`src/rtl/core/imh_pkg.sv`:
```
package imh_pkg;

  localparam int unsigned CapacityDefault = 256;
  localparam int unsigned KeyBitsDefault  = 31;
  localparam int unsigned HandleBits      = 8;
  localparam int unsigned Handles         = 256;
  localparam int unsigned KeyPortBits     = 31;
  localparam int unsigned TotalBits       = 9;

  typedef enum logic [1:0] {
    OpPush   = 2'd0,
    OpRemove = 2'd1,
    OpPop    = 2'd2,
    OpNone   = 2'd3
  } op_e;

  typedef enum logic [1:0] {
    StOk      = 2'd0,
    StFull    = 2'd1,
    StEmpty   = 2'd2,
    StPresent = 2'd3
  } status_e;

  typedef struct packed {
    logic [1:0]             operation;
    logic [HandleBits-1:0]  handle;
    logic [KeyPortBits-1:0] key;
  } req_t;

  typedef struct packed {
    logic [1:0]             status;
    logic [HandleBits-1:0]  removed_handle;
    logic [KeyPortBits-1:0] removed_key;
    logic                   top_valid;
    logic [HandleBits-1:0]  top_handle;
    logic [KeyPortBits-1:0] top_key;
    logic [TotalBits-1:0]   entry_total;
  } rsp_t;

  // datapath commands
  typedef enum logic [3:0] {
    CmdNop     = 4'd0,
    CmdLatch   = 4'd1,
    CmdPosRd   = 4'd2,
    CmdCheck   = 4'd3,
    CmdPush    = 4'd4,
    CmdRdGap   = 4'd5,
    CmdFill    = 4'd6,
    CmdRdPar   = 4'd7,
    CmdUpSwap  = 4'd8,
    CmdRdKids  = 4'd9,
    CmdDnSwap  = 4'd10,
    CmdRdTop   = 4'd11,
    CmdRdCur   = 4'd12
  } cmd_e;

  typedef struct packed {
    logic clr_done;
    logic fail;
    logic is_push;
    logic gap_is_last;
    logic up_go;
    logic up_at_root;
    logic dn_go;
    logic dn_leaf;
  } stat_t;

endpackage

```
`src/rtl/core/imh_ctrl.sv`:
```
module imh_ctrl (
  input  logic           clk_i,
  input  logic           rst_ni,
  input  logic           start_i,
  input  imh_pkg::stat_t stat_i,
  output imh_pkg::cmd_e  cmd_o,
  output logic           busy_o,
  output logic           done_o
);
  typedef enum logic [15:0] {
    SIdle  = 16'b0000000000000001,
    SPos   = 16'b0000000000000010,
    SPosW  = 16'b0000000000000100,
    SCheck = 16'b0000000000001000,
    SGap   = 16'b0000000000010000,
    SGapW  = 16'b0000000000100000,
    SFill  = 16'b0000000001000000,
    SPar   = 16'b0000000010000000,
    SParW  = 16'b0000000100000000,
    SUp    = 16'b0000001000000000,
    SKids  = 16'b0000010000000000,
    SKidsW = 16'b0000100000000000,
    SDn    = 16'b0001000000000000,
    STop   = 16'b0010000000000000,
    STopW  = 16'b0100000000000000,
    SDone  = 16'b1000000000000000
  } state_e;

  state_e state_q, state_d;

  assign busy_o = (state_q != SIdle) || !stat_i.clr_done;

  always_comb begin
    state_d = state_q;
    cmd_o   = imh_pkg::CmdNop;
    done_o  = 1'b0;
    case (state_q)
      SIdle: begin
        if (start_i && stat_i.clr_done) begin
          cmd_o = imh_pkg::CmdLatch; state_d = SPos;
        end
      end
      SPos:   begin cmd_o = imh_pkg::CmdPosRd; state_d = SPosW; end
      SPosW:  state_d = SCheck;
      SCheck: begin
        cmd_o   = imh_pkg::CmdCheck;
        state_d = stat_i.fail ? STop : SGap;
      end
      SGap: begin
        if (stat_i.is_push) begin cmd_o = imh_pkg::CmdPush; state_d = SPar; end
        else begin cmd_o = imh_pkg::CmdRdGap; state_d = SGapW; end
      end
      SGapW:  state_d = SFill;
      SFill: begin
        cmd_o   = imh_pkg::CmdFill;
        state_d = stat_i.gap_is_last ? STop : SPar;
      end
      SPar: begin
        if (stat_i.up_at_root) state_d = stat_i.is_push ? STop : SKids;
        else begin cmd_o = imh_pkg::CmdRdPar; state_d = SParW; end
      end
      SParW: state_d = SUp;
      SUp: begin
        if (stat_i.up_go) begin cmd_o = imh_pkg::CmdUpSwap; state_d = SPar; end
        else state_d = stat_i.is_push ? STop : SKids;
      end
      SKids: begin
        if (stat_i.dn_leaf) state_d = STop;
        else begin cmd_o = imh_pkg::CmdRdKids; state_d = SKidsW; end
      end
      SKidsW: state_d = SDn;
      SDn: begin
        if (stat_i.dn_go) begin cmd_o = imh_pkg::CmdDnSwap; state_d = SKids; end
        else state_d = STop;
      end
      STop:  begin cmd_o = imh_pkg::CmdRdTop; state_d = STopW; end
      STopW: state_d = SDone;
      SDone: begin done_o = 1'b1; state_d = SIdle; end
      default: state_d = SIdle;
    endcase
  end

  always_ff @(posedge clk_i or negedge rst_ni) begin
    if (!rst_ni) begin
      state_q <= SIdle;
    end else begin
      state_q <= state_d;
    end
  end
endmodule

```
`config.mk`:
```
export PLATFORM = sky130hd
export DESIGN_NAME = imh_ctrl
export DESIGN_NICKNAME = d
export VERILOG_FILES = /design/src/rtl/core/imh_pkg.sv /design/src/rtl/core/imh_ctrl.sv
export SDC_FILE = /design/constraint.sdc
export NUM_CORES = 1
export LEC_CHECK = 0
export BUFFER_PORTS_ARGS = -buffer_cell sky130_fd_sc_hd__buf_4
export CORE_UTILIZATION = 59
export DETAILED_ROUTE_END_ITERATION = 8
export PLACE_DENSITY = 0.84
export SLEW_MARGIN = 5
export SYNTH_ARGS = -nofsm -noshare
export SYNTH_HDL_FRONTEND = slang
export SYNTH_SLANG_ARGS = --single-unit
```
`constraint.sdc`:
```
create_clock -name clk_i -period 6.7 [get_ports clk_i]
set_clock_uncertainty 0.2 [all_clocks]
set_input_delay 1.34 -clock clk_i [delete_from_list [all_inputs] [get_ports clk_i]]
set_output_delay 1.34 -clock clk_i [all_outputs]
set_load 0.1 [all_outputs]
```
==> key figures <==
Cells and area
  – Reg with most FFs: state_q
  – Combined area of the multi-input logic cells: 613 um^2
  – Most common cell after layout, fill and taps aside: buf_4
  – Top Registers: state_q (16)
  – FF/Latch Area: approximately 400 um^2
  – ANT cells: 0
  – Layout cells sized above 1: 23.5%
  – Max FFs per register: 16
  – Synth-to-layout area growth: 14.4%
  – Most frequent cells in the layout: buf_4, dfrtp_1, nor2_1
  – Fillcell total: 112
  – Nets: 144

GRT
  – Vias in the first global route: 965
  – Tot GR Track Use: a little under a third
  – First-pass GRT wire length: 4490 um
  – Largest net degree at the start of global routing: 17
  – Initial antenna violation count: 0
  – Global route overflow: 0

Clock tree
  – CTS Root Buffer Type: clkbuf_4
  – CTS Sinks: 16
  – Number of H-tree levels: 1
  – PostCTS Resize Cnt: 0
  – CTS tree: done
  – Worst-path clk slew: 90 ps
  – TritonCTS Buffers: 3
  – Worst-skew pair later-pin latency: 280 ps
  – Post-CTS Setup Bufs: 0
  – Post-CTS Hold Fix Bufs: 0
  – Max clock buf depth: 2

Synth
  – Most used DFF post-synth: dfrtp_1
  – Post-synth top area cell: dfrtp_1
  – Post-synth ARST share: between 90% and 100%
  – Post-synth EDFFs: 0
  – Avg Cell Area, Syn: about 9.3 um^2
  – Seq cells post-synth: 16
  – Register area share after synthesis: a little under two fifths
  – Count of cell types in the netlist: 38
  – Syn nets: 126
  – Synth warn: 0
  – Synth top area share: 35.2%
  – Syn Inst Count: 115
  – Mapped cell area: 1070 um^2
  – Ranking of synthesized cells by area: dfrtp_1, nor4_4, nand4_1, nor2_1, nor3_1

Route
  – Routed Antenna Nets: 0
  – DRC viols: 0
  – Routed vias: a little under 1000
  – Total routed wirelength: 2640 um
  – First-pass iteration count of the detailed router: 5
  – Initial DRC Count: between 50 and 60
  – DR vias/cell: 6.35
  – WL per Instance: 16.9 um

Timing
  – Max-slew violation count: 0
  – Endpoints failing hold: 0
  – Final worst path period need: 4220 ps
  – Slew HR: 64.3%
  – Setup TNS: 0 ps
  – Final period util: around 63%
  – RSZ-0062 raised after global routing: no
  – F_max: 0.237 GHz
  – Hold Slack: around 390 ps
  – Worst-Margin Slew: 530 ps
  – Setup violators final: 0

Die
  – Rows: 14
  – Die Y: 44.5 um
  – Core Area: roughly 1600 um^2
  – Die ar.: 1980 um^2
  – Top-level I/O count: 17
  – Width of the die: ~45 um
  – Effective utilization at floorplan: between 60% and 70%

Placement
  – Gp weighted congestion: roughly 0.95
  – Dpl hpwl: 1950 um
  – Buffers added on ports: 16

Pwr
  – Pwr/cell area: 245 nW/um^2
  – NetSw: 0.000123 W
  – Gate power share: roughly two fifths
  – Cell-internal power: 0.000176 W
  – Reg power frac: 39.3%
  – Leak Pwr: 0.576 nW
  – Maximum VDD drop: 0.216 mV
  – Sw frac: 41.0%
  – Clock power share: a little over a fifth

Run status
  – Outcome: finished, final reports clean

Setup path
  – Worst Setup End Kind: output pin
  – CP required: 5160 ps
  – WP data arrival: 2680 ps
  – CP max FO: 2
  – Setup Crit Path Kind: in2out
  – CP Launch Type: input pin
  – R2r setup slk: 4500 ps

Hold path
  – Hold WC Path Type: reg2reg

Flow run
  – Max Cap Viol: 0
==> final timing paths <==
path,start,endpoint,cells after the start
max in group asynchronous,rst_ni,state_q[0],1
min in group asynchronous,rst_ni,state_q[15],1
worst min register to register,state_q[4],state_q[6],1
worst max register to register,state_q[6],state_q[13],5
worst max-delay path,stat_i[2],cmd_o[0],6
worst min-delay path,state_q[4],state_q[6],1
==> layer usage <==
metal	wire length (um)	vias to the layer above	GRT usage, %
met5	0	-	0
met4	72	0	13.3
met3	229	10	4.08
met2	1260	61	47.6
met1	1080	452	45.7
li1	-	467	-
==> critical path, stage by stage <==
cell	delay, ps
buf_4	110
or3b_2	450
nor2_1	220
a31oi_1	80
or4b_1	200
buf_4	280
==> power by group through the flow <==
stage          Combinational (W)  Clock [W]  Sequential (W)
2_1_floorplan          0.0000995          0        0.000111
3_5_place_dp            0.000115          0        0.000119
3_3_place_gp            0.000112          0        0.000119
4_1_cts                 0.000116  0.0000643        0.000117
5_1_grt                 0.000126  0.0000707        0.000118
6_report                0.000118  0.0000635        0.000118
==> metrics by stage <==
stage	utilization [%]	setup WS, ps	power [W]	std cells	instance area (um^2)
after floorplan	-	1130	0.000210	115	1070
after global placement	74.3	2560	0.000231	152	1180
after detailed placement	74.3	2550	0.000234	152	1180
after CTS	76.5	2530	0.000298	156	1220
after global routing	76.5	2440	0.000315	156	1220
final	76.5	2480	0.000299	156	1220
==> cell type report <==
type,count,share of cell area [%]
Clock buffer,4,2.97
Inverter,5,1.54
Multi-Input combinational cell,91,50.3
Sequential cell,16,32.9
Tap cell,24,2.46
Timing Repair Buffer,16,9.85
==> Yosys cell counts (2+ instances only) <==
library cell and count:
nor4_4 4, nor3b_1 2, nand3_1 4, nor2_1 12, inv_1 5, xor2_1 4
a21oi_1 5, nand2b_1 6, nor3_1 8, nand4_1 9, and3_1 3, dfrtp_1 15
nor4b_1 3, nand2_1 7, nor4_1 2, o21ai_0 4
==> cells by family (layout without fill, tap and decap cells) <==
| logic type | Yosys count | in the layout | synth area share [%] |
|---|---|---|---|
| compound gates | 16 | 16 | 9.86 |
| xor+xnor | 5 | 5 | 4.11 |
| buf+inv | 8 | 25 | 4.81 |
| flops | 16 | 16 | 37.7 |
| simple gates | 70 | 70 | 43.5 |
Power figures use the tool's default switching activity.
